### src/pebr_pkg.sv
// Shared types and constants for the base relocation fixup block.
package pebr_pkg;

    localparam int ENTRY_W   = 16;
    localparam int ADDR_W    = 32;
    localparam int VALUE_W   = 64;
    localparam int WSIZE_W   = 2;
    localparam int STATUS_W  = 2;
    localparam int HALF_W    = 16;
    localparam int OFFSET_W  = 12;
    localparam int DELTA_W   = 32;

    localparam int S_TDATA_W = ((ENTRY_W + ADDR_W + VALUE_W + 7) / 8) * 8;
    localparam int M_FIELD_W = ADDR_W + VALUE_W + WSIZE_W + STATUS_W;
    localparam int M_TDATA_W = ((M_FIELD_W + 7) / 8) * 8;

    // m_tdata field positions
    localparam int M_VALUE_LSB  = ADDR_W;
    localparam int M_WSIZE_LSB  = ADDR_W + VALUE_W;
    localparam int M_STATUS_LSB = ADDR_W + VALUE_W + WSIZE_W;

    localparam int QUEUE_DEPTH = 2;

    localparam logic [ADDR_W-1:0] ROUND_HALF = 32'h0000_8000;

    // relocation types
    localparam logic [3:0] TY_ABSOLUTE     = 4'd0;
    localparam logic [3:0] TY_HIGH         = 4'd1;
    localparam logic [3:0] TY_LOW          = 4'd2;
    localparam logic [3:0] TY_HIGHLOW      = 4'd3;
    localparam logic [3:0] TY_HIGHADJ      = 4'd4;
    localparam logic [3:0] TY_MIPS_JMPADDR = 4'd5;
    localparam logic [3:0] TY_DIR64        = 4'd10;

    // write sizes
    localparam logic [WSIZE_W-1:0] WS_NONE = 2'd0;
    localparam logic [WSIZE_W-1:0] WS_16   = 2'd1;
    localparam logic [WSIZE_W-1:0] WS_32   = 2'd2;
    localparam logic [WSIZE_W-1:0] WS_64   = 2'd3;

    // status codes
    localparam logic [STATUS_W-1:0] ST_OK          = 2'd0;
    localparam logic [STATUS_W-1:0] ST_WAIT        = 2'd1;
    localparam logic [STATUS_W-1:0] ST_UNSUPPORTED = 2'd2;
    localparam logic [STATUS_W-1:0] ST_ADJ_MISSING = 2'd3;

    // how the back end forms the value from operand + delta
    typedef enum logic [2:0] {
        OP_ZERO,
        OP_HI16,
        OP_LO16,
        OP_LO32,
        OP_JMP,
        OP_FULL64
    } op_t;

    typedef struct packed {
        op_t                 op;
        logic [ADDR_W-1:0]   addr;
        logic [VALUE_W-1:0]  operand;
        logic [WSIZE_W-1:0]  wsize;
        logic [STATUS_W-1:0] status;
    } cmd_t;

endpackage

### src/pebr_front.sv
// Front end: accepts entries, decodes type, tracks the pending HIGHADJ.
module pebr_front
    import pebr_pkg::*;
(
    input  logic                 aclk,
    input  logic                 aresetn,
    input  logic                 s_tvalid,
    output logic                 s_tready,
    input  logic [S_TDATA_W-1:0] s_tdata,
    input  logic                 s_tlast,
    input  logic                 q_full,
    output logic                 q_push,
    output cmd_t                 q_cmd
);

    logic                 adjust_pending_reg, adjust_pending_next;
    logic [HALF_W-1:0]    pending_high_reg, pending_high_next;
    logic [ADDR_W-1:0]    pending_addr_reg, pending_addr_next;

    logic [ENTRY_W-1:0]   entry;
    logic [ADDR_W-1:0]    page;
    logic [VALUE_W-1:0]   tval;
    logic [ADDR_W-1:0]    addr;
    logic [ADDR_W-1:0]    adj_base;

    assign entry = s_tdata[ENTRY_W-1:0];
    assign page  = s_tdata[ENTRY_W +: ADDR_W];
    assign tval  = s_tdata[ENTRY_W+ADDR_W +: VALUE_W];
    assign addr  = page + {{(ADDR_W-OFFSET_W){1'b0}}, entry[OFFSET_W-1:0]};

    // (H << 16) + sign-extended L + rounding
    assign adj_base = {pending_high_reg, {HALF_W{1'b0}}}
                    + {{(ADDR_W-ENTRY_W){entry[ENTRY_W-1]}}, entry}
                    + ROUND_HALF;

    assign s_tready = !q_full;
    assign q_push   = s_tvalid && s_tready;

    always_comb begin
        q_cmd.op      = OP_ZERO;
        q_cmd.addr    = addr;
        q_cmd.operand = '0;
        q_cmd.wsize   = WS_NONE;
        q_cmd.status  = ST_OK;
        adjust_pending_next = adjust_pending_reg;
        pending_high_next   = pending_high_reg;
        pending_addr_next   = pending_addr_reg;
        if (adjust_pending_reg) begin
            q_cmd.op      = OP_HI16;
            q_cmd.addr    = pending_addr_reg;
            q_cmd.operand = {{(VALUE_W-ADDR_W){1'b0}}, adj_base};
            q_cmd.wsize   = WS_16;
            adjust_pending_next = 1'b0;
        end else begin
            case (entry[ENTRY_W-1 -: 4])
                TY_ABSOLUTE: begin
                    q_cmd.op = OP_ZERO;
                end
                TY_HIGH: begin
                    q_cmd.op      = OP_HI16;
                    q_cmd.operand = {{(VALUE_W-ADDR_W){1'b0}}, tval[HALF_W-1:0],
                                     {HALF_W{1'b0}}};
                    q_cmd.wsize   = WS_16;
                end
                TY_LOW: begin
                    q_cmd.op      = OP_LO16;
                    q_cmd.operand = {{(VALUE_W-HALF_W){1'b0}}, tval[HALF_W-1:0]};
                    q_cmd.wsize   = WS_16;
                end
                TY_HIGHLOW: begin
                    q_cmd.op      = OP_LO32;
                    q_cmd.operand = {{(VALUE_W-ADDR_W){1'b0}}, tval[ADDR_W-1:0]};
                    q_cmd.wsize   = WS_32;
                end
                TY_HIGHADJ: begin
                    if (s_tlast) begin
                        q_cmd.status = ST_ADJ_MISSING;
                    end else begin
                        q_cmd.status        = ST_WAIT;
                        adjust_pending_next = 1'b1;
                        pending_high_next   = tval[HALF_W-1:0];
                        pending_addr_next   = addr;
                    end
                end
                TY_MIPS_JMPADDR: begin
                    // upper word carries bits 31..26, low word the field << 2
                    q_cmd.op      = OP_JMP;
                    q_cmd.operand = {26'b0, tval[31:26], 4'b0, tval[25:0], 2'b00};
                    q_cmd.wsize   = WS_32;
                end
                TY_DIR64: begin
                    q_cmd.op      = OP_FULL64;
                    q_cmd.operand = tval;
                    q_cmd.wsize   = WS_64;
                end
                default: begin
                    q_cmd.status = ST_UNSUPPORTED;
                end
            endcase
        end
    end

    always_ff @(posedge aclk) begin
        if (!aresetn) begin
            adjust_pending_reg <= 1'b0;
        end else if (q_push) begin
            adjust_pending_reg <= adjust_pending_next;
        end
    end

    always_ff @(posedge aclk) begin
        if (!aresetn) begin
            pending_high_reg <= '0;
            pending_addr_reg <= '0;
        end else if (q_push) begin
            pending_high_reg <= pending_high_next;
            pending_addr_reg <= pending_addr_next;
        end
    end

endmodule

### src/pebr_queue.sv
// Small command queue between front and back end.
module pebr_queue
    import pebr_pkg::*;
#(
    parameter int DEPTH = QUEUE_DEPTH
) (
    input  logic aclk,
    input  logic aresetn,
    input  logic push,
    input  cmd_t push_cmd,
    output logic full,
    input  logic pop,
    output logic valid,
    output cmd_t head
);

    localparam int PTR_W = (DEPTH > 1) ? $clog2(DEPTH) : 1;
    localparam int CNT_W = $clog2(DEPTH + 1);

    cmd_t             slots [DEPTH];
    logic [PTR_W-1:0] wr_ptr_reg, rd_ptr_reg;
    logic [CNT_W-1:0] count_reg;

    assign full  = (count_reg == CNT_W'(DEPTH));
    assign valid = (count_reg != '0);
    assign head  = slots[rd_ptr_reg];

    function automatic logic [PTR_W-1:0] bump(input logic [PTR_W-1:0] p);
        return (p == PTR_W'(DEPTH - 1)) ? '0 : p + 1'b1;
    endfunction

    always_ff @(posedge aclk) begin
        if (!aresetn) begin
            wr_ptr_reg <= '0;
            rd_ptr_reg <= '0;
            count_reg  <= '0;
        end else begin
            if (push) begin
                wr_ptr_reg <= bump(wr_ptr_reg);
            end
            if (pop) begin
                rd_ptr_reg <= bump(rd_ptr_reg);
            end
            if (push && !pop) begin
                count_reg <= count_reg + 1'b1;
            end else if (pop && !push) begin
                count_reg <= count_reg - 1'b1;
            end
        end
    end

    always_ff @(posedge aclk) begin
        if (push) begin
            slots[wr_ptr_reg] <= push_cmd;
        end
    end

endmodule

### src/pebr_back.sv
// Back end: holds base_delta, does the one 64-bit add and drives the output register.
module pebr_back
    import pebr_pkg::*;
(
    input  logic                 aclk,
    input  logic                 aresetn,
    input  logic                 cfg_valid,
    input  logic [DELTA_W-1:0]   cfg_data,
    input  logic                 q_valid,
    input  cmd_t                 q_head,
    output logic                 q_pop,
    output logic                 m_tvalid,
    input  logic                 m_tready,
    output logic [M_TDATA_W-1:0] m_tdata
);

    logic [DELTA_W-1:0]   delta_reg;
    logic                 m_valid_reg;
    logic [M_TDATA_W-1:0] m_data_reg;
    logic [VALUE_W-1:0]   sum;
    logic [VALUE_W-1:0]   value;

    assign sum = q_head.operand + {{(VALUE_W-DELTA_W){1'b0}}, delta_reg};

    always_comb begin
        case (q_head.op)
            OP_HI16:   value = {{(VALUE_W-HALF_W){1'b0}}, sum[ADDR_W-1:HALF_W]};
            OP_LO16:   value = {{(VALUE_W-HALF_W){1'b0}}, sum[HALF_W-1:0]};
            OP_LO32:   value = {{(VALUE_W-ADDR_W){1'b0}}, sum[ADDR_W-1:0]};
            OP_JMP:    value = {{(VALUE_W-ADDR_W){1'b0}}, q_head.operand[37:32], sum[27:2]};
            OP_FULL64: value = sum;
            default:   value = '0;
        endcase
    end

    assign q_pop    = q_valid && (!m_valid_reg || m_tready);
    assign m_tvalid = m_valid_reg;
    assign m_tdata  = m_data_reg;

    always_ff @(posedge aclk) begin
        if (!aresetn) begin
            delta_reg <= '0;
        end else if (cfg_valid) begin
            delta_reg <= cfg_data;
        end
    end

    always_ff @(posedge aclk) begin
        if (!aresetn) begin
            m_valid_reg <= 1'b0;
        end else if (q_pop) begin
            m_valid_reg <= 1'b1;
        end else if (m_tready) begin
            m_valid_reg <= 1'b0;
        end
    end

    always_ff @(posedge aclk) begin
        if (q_pop) begin
            m_data_reg <= {{(M_TDATA_W-M_FIELD_W){1'b0}}, q_head.status, q_head.wsize,
                           value, q_head.addr};
        end
    end

endmodule

### src/pe_base_relocation_fixup.sv
// Top level of the base relocation fixup block.
// Applies PE/COFF base relocations one entry per request.
// Input stream (s_*): one relocation entry with its page address and the
// current target contents; s_tlast marks the final entry of a block.
// Output stream (m_*): target address, fixed-up value, write size, status.
// Config channel (cfg_*): writes base_delta; always ready, write only when idle.
// Throughput: one entry per cycle sustained while m_tready stays high. An
// accepted entry goes from the front decode into the queue, then through the
// back end's 64-bit add into the output register that drives m_tvalid.
// HIGHADJ gives a status-only result; if not last, the next entry completes it.
// When m_tready is low the output register holds, the queue fills, and
// s_tready drops once the queue (DEPTH entries) is full.
// Reset clears the queue, the output valid, the pending HIGHADJ and base_delta.
module pe_base_relocation_fixup
    import pebr_pkg::*;
#(
    parameter int DEPTH = QUEUE_DEPTH
) (
    input  logic                 aclk,
    input  logic                 aresetn,
    input  logic                 cfg_valid,
    output logic                 cfg_ready,
    input  logic [DELTA_W-1:0]   cfg_data,
    input  logic                 s_tvalid,
    output logic                 s_tready,
    // [15:0] entry, [47:16] page_address, [111:48] target_value
    input  logic [S_TDATA_W-1:0] s_tdata,
    input  logic                 s_tlast,   // last_in_block
    output logic                 m_tvalid,
    input  logic                 m_tready,
    // [31:0] target_address, [95:32] new_value, [97:96] write_size,
    // [99:98] status, [103:100] zero
    output logic [M_TDATA_W-1:0] m_tdata
);

    logic q_push, q_full, q_pop, q_valid;
    cmd_t push_cmd, head_cmd;

    assign cfg_ready = 1'b1;

    pebr_front u_front (
        .aclk     (aclk),
        .aresetn  (aresetn),
        .s_tvalid (s_tvalid),
        .s_tready (s_tready),
        .s_tdata  (s_tdata),
        .s_tlast  (s_tlast),
        .q_full   (q_full),
        .q_push   (q_push),
        .q_cmd    (push_cmd)
    );

    pebr_queue #(.DEPTH(DEPTH)) u_queue (
        .aclk     (aclk),
        .aresetn  (aresetn),
        .push     (q_push),
        .push_cmd (push_cmd),
        .full     (q_full),
        .pop      (q_pop),
        .valid    (q_valid),
        .head     (head_cmd)
    );

    pebr_back u_back (
        .aclk      (aclk),
        .aresetn   (aresetn),
        .cfg_valid (cfg_valid),
        .cfg_data  (cfg_data),
        .q_valid   (q_valid),
        .q_head    (head_cmd),
        .q_pop     (q_pop),
        .m_tvalid  (m_tvalid),
        .m_tready  (m_tready),
        .m_tdata   (m_tdata)
    );

endmodule

### config.mk
export PLATFORM = sky130hd
export DESIGN_NAME = pe_base_relocation_fixup
export DESIGN_NICKNAME = d
export VERILOG_FILES = /design/src/pebr_pkg.sv /design/src/pebr_front.sv /design/src/pebr_queue.sv /design/src/pebr_back.sv /design/src/pe_base_relocation_fixup.sv
export SDC_FILE = /design/constraint.sdc
export NUM_CORES = 1
export LEC_CHECK = 0
export ABC_AREA = 1
export BUFFER_PORTS_ARGS = -buffer_cell sky130_fd_sc_hd__buf_2
export CAP_MARGIN = 15
export CORE_UTILIZATION = 30
export DETAILED_ROUTE_END_ITERATION = 10
export PLACE_DENSITY = 0.5
export RECOVER_POWER = 100
export REMOVE_ABC_BUFFERS = 1
export SLEW_MARGIN = 20
export SYNTH_ARGS = -nofsm -noshare
export SYNTH_HDL_FRONTEND = slang
export SYNTH_SLANG_ARGS = --single-unit
### constraint.sdc
create_clock -name aclk -period 8.2 [get_ports aclk]
set_clock_uncertainty 0.2 [all_clocks]
set_input_delay 1.64 -clock aclk [delete_from_list [all_inputs] [get_ports aclk]]
set_output_delay 1.64 -clock aclk [all_outputs]
set_load 0.1 [all_outputs]
After elaboration in Yosys (flattened, before gate mapping)
Memory sizes are Yosys's and may differ from the RTL's. A register that Yosys moved wholly into a read port is not among the register bits. Index checks and enable logic that the tools add are counted.

Register bits: 186. Bits in writable memories: 206. Output and inout port bits: 107. Memories kept: 1.

$add $sub $neg: 8. Equality and inequality tests: 12. Mux-type cells: 22. Bitwise operators: 2. Reductions and logical operators: 15.

Memory list: u_queue.slots (depth 2, width 103, rd ports 1, clocked after Yosys merged registers in 1, write ports 1, RTL line pebr_queue.sv:20) `cmd_t slots [DEPTH];`.

Operator list (count): one-hot mux 66 bit (5 select lines) (1); one-hot mux 64 bit (5 select lines) (1); 2-to-1 mux 66 bit (1); adder 64 x 32 -> 64 bit (1); adder 32 x 12 -> 32 bit (1); adder 32 x 16 -> 32 bit (second input constant) (1); adder 32 bit (1); 2-to-1 mux 32 bit (1); one-hot mux 3 bit (5 select lines) (1); 2-to-1 mux 1 bit (11); equality test 4 x 2 -> 1 bit (second input constant) (2); equality test 4 x 3 -> 1 bit (second input constant) (2); 2-to-1 mux 2 bit (4); equality test 3 x 2 -> 1 bit (second input constant) (2); equality test 3 bit (second input constant) (2); nonzero test 2 bit (3); OR reduction 6 bit (1); equality test 4 x 1 -> 1 bit (second input constant) (1); equality test 4 bit (second input constant) (1); logical AND 1 bit (4); logical NOT 1 bit (4); logical NOT 4 bit (1); one-hot mux 2 bit (2 select lines) (1); AND reduction 4 bit (1); other kinds (8) (10).

Depth between registers and ports, before layout
Gate-level depths: netlist (run 1).

Depth in word-level cells: 7. Depth in mapped cells: 22. Gate-level depth less buffers: 18.

Modules after synthesis
Synthesis (run 1) repeated with hierarchy kept, for this count alone.

Cell total of the unflattened synthesis: 2727. Area, all modules: 22472.8 µm².

Modules (own cells, without submodules): pebr_back (times used 1, cells each 1324, area each 9063.7 µm², sequential area each 3663.5 µm²); pebr_queue (times used 1, cells each 355, area each 7674.9 µm², sequential area each 6286.0 µm²); pebr_front (times used 1, cells each 1046, area each 5723.0 µm², sequential area each 980.9 µm²); pe_base_relocation_fixup (times used 1, cells each 2, area each 11.3 µm², sequential area each 0.0 µm²).

Worst setup path before layout (run 1)
No wires, ideal clock.

Path type: input to register. From: in m_tready. To: reg u_queue.count_reg[1]. Arrival time: 7.778 ns. Setup slack: 0.100 ns. Stages on the path: 8. Path through: nor2_1 a21oi_1 inv_1 ha_1 a21oi_1 o21ai_0 o21ai_0 a21oi_1.

Word-level cells in the longest chain between the ends: 5. Elaborated cells on any way between the ends: 7.

Ends and longest elaborated chain: start, declared (RTL line pe_base_relocation_fixup.sv:30) `input logic m_tready,`; logical OR 1 bit (*) (RTL line pebr_back.sv:36) `assign q_pop = q_valid && (!m_valid_reg || m_tready);`; logical AND 1 bit (*) (RTL line pebr_back.sv:36); net q_pop (RTL line pe_base_relocation_fixup.sv:36) `logic q_push, q_full, q_pop, q_valid;`; logical NOT 1 bit (RTL line pebr_queue.sv:44) `if (push && !pop) begin`; logical AND 1 bit (RTL line pebr_queue.sv:44); 2-to-1 mux 2 bit or nonzero test 2 bit (tied branches); end signal, assigned (RTL line pebr_queue.sv:45) `count_reg <= count_reg + 1'b1;`; end signal, assigned (RTL line pebr_queue.sv:47) `count_reg <= count_reg - 1'b1;`; end, declared (RTL line pebr_queue.sv:22) `logic [CNT_W-1:0] count_reg;`.

Mark *: on every way through the listed nets, which the timed path passes. The rest lies on a longest branch. A chain may end at the register's enable or synchronous reset.

Worst setup path in the final report (run 1)
From: in m_tready. To: reg u_back.m_data_reg[40] (netlist: u_back.m_tdata[40]), enable pin.

Word-level cells in the longest chain between the ends: 2.

Ends and longest elaborated chain: logical OR 1 bit (RTL line pebr_back.sv:36); logical AND 1 bit (RTL line pebr_back.sv:36); net q_pop (RTL line pe_base_relocation_fixup.sv:36); end signal, assigned (RTL line pebr_back.sv:60) `m_data_reg <= {{(M_TDATA_W-M_FIELD_W){1'b0}}, q_head.status, q_head.wsize,`; end, declared (RTL line pebr_back.sv:19) `logic [M_TDATA_W-1:0] m_data_reg;`.

The timed path passes the listed nets, and every way through them passes these cells.

==> results.toml, run 1 <==
[setup_path]
arrival_ns = 5.65
setup.worst_path.end_class = "flip-flop"
worstRegToRegCells = 15
crit_path_start_kind = "primary input"
setup.worst_path.class = "in2reg"
worst_ep_required_time_ns = 8.11
largest_driver_fanout_on_the_critical_path = 60

[clocking]
cts_root_buf = "sky130_fd_sc_hd__clkbuf_16"
cts_sinks = 393
numCtsBuffers = 47
clk_transition_reported_paths_ns = 0.06
cts_post_setup_buffers_inserted = 0
cts.repair.resized = 0
clk_lat_worst_skew_ns = 0.62
hold_bufs_inserted_after_cts = 0
tritoncts_clock_tree = "built"
cts_htree_levels = 2
clock_tree.buffer_depth = 3

[synthesis]
complex_gate_fraction_of_the_synthesized_area = 0.08625
synth_simple_gate_area_share = 0.3015
ys_top_cells_by_area = "sky130_fd_sc_hd__edfxtp_1 (41%), sky130_fd_sc_hd__nand2_1 (18%), sky130_fd_sc_hd__dfxtp_1 (7.7%)"
synth-edff-count = 306
synth_top_flop_cell = "sky130_fd_sc_hd__edfxtp_1"
syn_area_per_cell_um2 = 7.567
synth.yosys.seq_area_share = 0.4839
post_synth_fa_ha_maj_area_fraction = 0.03556
multiplexer_share_of_the_synthesized_area = 0
largest_family_of_logic_cells_by_synthesized_area = "simple AND/OR/NAND/NOR gates"
async_reset_ff_frac = 0
yosys.area_share.xor_xnor = 0.01357
yosysTopAreaCellShare = 0.4068
synthCells = 2985
synth_top_area_cell = "sky130_fd_sc_hd__edfxtp_1"
synth.distinct_cells = 48
yosys_register_bits = 393
cell_area_after_technology_mapping_mm2 = 0.02259
yosysWarnings = 0

[timing]
max_freq_ghz = 0.1743
worst_slew_pin_slew_ns = 3.725
timing.final.crit_share = 0.6997
final-max-slew-violation-count = 295
hold_viol_final = 0
finalHoldWorstSlack_ns = 0.2624
fin_crit_ns = 5.738
setup_repair_after_global_routing_missed_its_margin = "false"
slew_limit_headroom = -1.483
setup_viol = 0
fin_setup_tns_ns = 0

[detailed_routing]
wl_mm = 77.04
dr_total_vias = 19940
drt-initial-drc-count = 1182
drt.antenna.violating_nets = 0
route.detailed.drc = 0
drt-pass1-iter-count = 5
routed_wire_length_per_instance_um = 18.24
viasPerCell = 4.722

[die]
floorplan.rows = 100
die_extent_in_y_um = 276.4
design.die.area_mm2 = 0.07639
die_width_um = 276.4
initial_utilization = 0.3034
i_o_pin_cnt = 257
core_area_mm2 = 0.07445

[placement]
port-buffer-count = 251
dpl-instance-area_mm2 = 0.02480
gp_routability_congestion = 0.9308
post-dp-hpwl_mm = 59.15

[global_route]
via_count_of_the_first_global_routing_pass = 19390
top_usage_layer = "met2"
grt_first_pass_wirelength_mm = 116.0
antenna_found_initial = 20
grt_max_degree = 83
overflow = 0
grt_use_met3 = 0.04318
met2_usage = 0.3406
globalRouteMet1Util = 0.2529
global_route.usage.total = 0.1986

[worst_hold_path]
worstHoldPathCells = 1
hold_class = "reg2reg"

[cells_and_area]
largest_register_ffs = 206
fraction_of_final_layout_cells_with_drive_strength_greater_than_1 = 0.08577
most_flop_heavy_register = "u_queue.slots"
num-nets-final = 3427
syn_to_final_growth_pct = 16.09
layout.cell_area.non_filler_mm2 = 0.02622

[status]
violations = "capacitance limit, slew limit"
run_status = "finished with violations"

[job]
cap_viol_max_count = 7

[pwr]
power.density_cell_area_mw_per_mm2 = 374.0
ir_worst_vdd_mv = 0.2569
p_leak_nw = 11.74
==> cells in the final DEF, fill, tap and decap left out, drive strengths merged, types with 2 or more instances in the layout <==
cell type	count
buf	152
o21bai	3
fa	2
or2	12
clkinvlp	5
inv	359
nor2	408
bufinv	6
xnor2	9
o21ai	183
edfxtp	306
a221oi	8
a31oi	14
o22ai	8
and2	6
clkinv	17
a21o	2
dfxtp	87
o211ai	8
nand3	141
xor2	26
conb	5
nor3	27
nand4	16
nand3b	18
nor4	5
ha	61
clkbuf	173
o31ai	2
a21oi	109
a22oi	14
nand2	1058
==> synth_stat cells, drive strengths merged, types with 14 or more instances <==
master and count:
nand2 1058, nor2 408, inv 355, edfxtp 306, o21ai 183, nand3 141
a21oi 109, dfxtp 87, ha 61, clkbuf 49, buf 41, nor3 27
xor2 26, nand3b 18, nand4 16, a22oi 14, a31oi 14
==> per-layer routing <==
layer | wire [um] | up-vias
met5 | 239 | -
met4 | 1643 | 36
met3 | 4566 | 124
met2 | 36560 | 477
met1 | 34030 | 9197
li1 | - | 10110
==> cell type report <==
class                      count  area (um^2)
clock inverter                30        387.9
antenna                        1        2.502
multi-input combinational   2148         9877
sequential                   393        10930
inverter                     357         1343
fill                        8053        48230
tap                          969         1212
timing repair buffer         267         1216
clock buffer                  58         1247
==> power breakdown <==
part / internal (mW) / switching [mW] / leakage, nW
Sequential: 2.80 / 0.187 / 3.66
Clock: 1.29 / 0.920 / 0.784
Combinational: 0.721 / 3.89 / 7.30
==> worst max-delay path, stage by stage <==
cell,delay (ns)
sky130_fd_sc_hd__buf_2,0.08
sky130_fd_sc_hd__nor2_1,0.05
sky130_fd_sc_hd__a21oi_1,1.11
sky130_fd_sc_hd__clkbuf_1,2.64
==> kinds of logic (layout without fill, tap and decap cells) <==
group,after synthesis,after routing
AND/OR/NAND/NOR,1692,1692
buffers and inverters,447,712
flip-flops,393,393
AO/OA/AOI/OAI,353,353
adder cells (fa/ha/maj),63,63
XOR/XNOR,35,35
other,2,6
==> final timing paths <==
check                     startpoint            endpoint  slack (ns)
setup / recovery            m_tready  u_back.m_tdata[40]        2.46
hold / removal    u_queue.rd_ptr_reg           flip-flop        0.26
setup reg to reg           flip-flop  u_back.m_tdata[69]        2.92
hold reg to reg   u_queue.rd_ptr_reg           flip-flop        0.26
==> per-stage QoR <==
stage | util | instances | total power, mW | setup WS (ns)
global route | 0.3522 | 4222 | 10.30 | 2.042
CTS | 0.3551 | 4222 | 9.954 | 3.919
global placement | 0.3331 | 4134 | 7.717 | 3.887
floorplan | - | 2898 | 6.546 | 0.09999
finish | 0.3522 | 4223 | 9.806 | 2.462
detailed placement | 0.3331 | 4134 | 7.707 | 3.866
Power figures use the tool's default switching activity.
==> run 2, diff against run 1 <==
- clock period: 8.2 -> 5.05 ns (I/O delays scaled with it)
==> run 2 against run 1 <==
The run still ends with capacitance limit, slew limit left. Worst setup slack worse by 1.2 ns. Register-to-register slack got worse by 1.7 ns. Worst hold slack worse by 0.013 ns. Flip-flop and latch count unchanged. Final cell count rose by 0.19%. Sequential power up 60%. Wire length down 1.3%. Global-route usage shrank 0.17 points. Combinational power is 64% higher. Non-clock buffer count grew 8. Critical path depth increased by 1. Critical endpoint is now u_back.m_tdata[32]. Largest power group unchanged. Highest routed layer unchanged. Sequential share of layout area decreased by 0.060 points.
==> results.toml, run 2 (same netlist as run 1, synthesis figures left out) <==
[cells_and_area]
largest_register_ffs = 206
syn_to_final_growth_pct = 16.21
num-nets-final = 3435
commonest_cells_after_routing_fill_and_taps_aside = "sky130_fd_sc_hd__nand2_1 (1055), sky130_fd_sc_hd__nor2_1 (395), sky130_fd_sc_hd__inv_1 (351)"
fraction_of_final_layout_cells_with_drive_strength_greater_than_1 = 0.09046
most_flop_heavy_register = "u_queue.slots"
final_common_cell = "sky130_fd_sc_hd__nand2_1"

[clocking]
cts_htree_levels = 2
clk_lat_worst_skew_ns = 0.63
clock_tree.buffer_depth = 3
numCtsBuffers = 47
cts_root_buf = "sky130_fd_sc_hd__clkbuf_16"
hold_bufs_inserted_after_cts = 0
cts.repair.resized = 0
tritoncts_clock_tree = "built"
cts_post_setup_buffers_inserted = 0
cts_sinks = 393
clk_transition_reported_paths_ns = 0.06

[status]
violations = "capacitance limit, slew limit"
run_status = "finished with violations"

[die]
die_width_um = 276.4
floorplan.rows = 100
core_area_mm2 = 0.07445
initial_utilization = 0.3034
i_o_pin_cnt = 257
design.die.area_mm2 = 0.07639
die_extent_in_y_um = 276.4

[pwr]
finalPower_mw = 15.80
p_leak_nw = 11.77
power.density_cell_area_mw_per_mm2 = 602.1
ir_worst_vdd_mv = 0.5850

[job]
cap_viol_max_count = 4

[timing]
slew_limit_headroom = -0.6446
worst_slew_pin_slew_ns = 2.467
max_freq_ghz = 0.2613
hold_viol_final = 0
setup_viol = 0
final-max-slew-violation-count = 228
setup_repair_after_global_routing_missed_its_margin = "false"
fin_setup_tns_ns = 0
fin_crit_ns = 3.827
timing.final.crit_share = 0.7578

[placement]
post-dp-hpwl_mm = 58.68
port-buffer-count = 251
gp_routability_congestion = 0.9148

[setup_path]
standard_cell_with_the_maximum_stage_delay_on_the_critical_path = "sky130_fd_sc_hd__clkbuf_2"
crit_cells = 5
crit_path_start_kind = "primary input"
worst_ep_required_time_ns = 5.06
timing.critical_path.mode_cell = "sky130_fd_sc_hd__clkbuf_2"
crit_path_cell_chain = "buf_2 -> nor2_1 -> a21oi_4 -> clkbuf_2 -> clkbuf_2"
critPathTopFamily = "buffers and inverters"
critical-path-max-stage-delay_ns = 1.44
largest_driver_fanout_on_the_critical_path = 74
r2r_setup_slack_ns = 1.22
setup.worst_path.end_class = "flip-flop"
worstRegToRegCells = 3
setup.worst_path.class = "in2reg"
worstPathBufferInverterCount = 3
arrival_ns = 3.84

[detailed_routing]
viasPerCell = 4.677
route.detailed.drc = 0
drt-pass1-iter-count = 6
wl_mm = 76.03
routed_wire_length_per_instance_um = 17.97
drt-initial-drc-count = 1241
dr_total_vias = 19790
drt.antenna.violating_nets = 0

[worst_hold_path]
worstHoldPathCells = 1
hold_class = "reg2reg"

[global_route]
grt_first_pass_wirelength_mm = 114.6
overflow = 0
via_count_of_the_first_global_routing_pass = 19300
global_route.usage.total = 0.1969
grt_max_degree = 101
antenna_found_initial = 20
[run 2: worst register-to-register path, stage by stage, from the launching register on]
cell and delay (ns):
sky130_fd_sc_hd__dfxtp_1 1.52, sky130_fd_sc_hd__inv_2 0.66, sky130_fd_sc_hd__clkbuf_2 0.69, sky130_fd_sc_hd__o21ai_0 0.53
[run 2: cell type report]
cell class | count | area [um^2]
Timing Repair Buffer | 275 | 1304
Inverter | 357 | 1343
Clock buffer | 53 | 1209
Tap cell | 969 | 1212
Antenna cell | 1 | 2.502
Sequential cell | 393 | 10930
Multi-Input combinational cell | 2148 | 9878
Fill cell | 8029 | 48200
Clock inverter | 35 | 370.4
[run 2: metal layers]
layer | track usage | up-vias | wire [um]
li1 | - | 10120 | -
met5 | 0 | - | 235
met1 | 0.2502 | 9083 | 33910
met2 | 0.3334 | 411 | 35890
met4 | 0.06016 | 36 | 2192
met3 | 0.04149 | 140 | 3797
[run 2: report_power, final]
part | leakage, nW | internal [mW] | switching, mW | total (mW)
sequential | 3.66 | 4.52 | 0.235 | 4.76
combinational | 7.36 | 1.21 | 6.36 | 7.57
clock | 0.748 | 1.97 | 1.51 | 3.47
[run 2: final timing paths]
path / start / endpoint
worst max-delay path: m_tready / u_back.m_tdata[32]
worst min-delay path: u_queue.rd_ptr_reg / flip-flop
worst min register to register: u_queue.rd_ptr_reg / flip-flop
worst max register to register: u_front.adjust_pending_reg / u_queue.slots[0][81]
[run 2: metrics by stage]
stage | instances | instance area, um^2 | util | worst slack [ns] | hold slack (ns)
6_report | 4231 | 26250 | 0.3526 | 1.223 | 0.2494
5_1_grt | 4231 | 26250 | 0.3526 | 0.7844 | 0.2581
4_1_cts | 4230 | 26470 | 0.3556 | 1.558 | 0.2487
3_5_place_dp | 4142 | 24890 | 0.3344 | 1.335 | 0.2321
3_3_place_gp | 4142 | 24890 | 0.3344 | 1.377 | 0.2317
2_1_floorplan | 2898 | 22160 | - | -2.420 | 0.2255
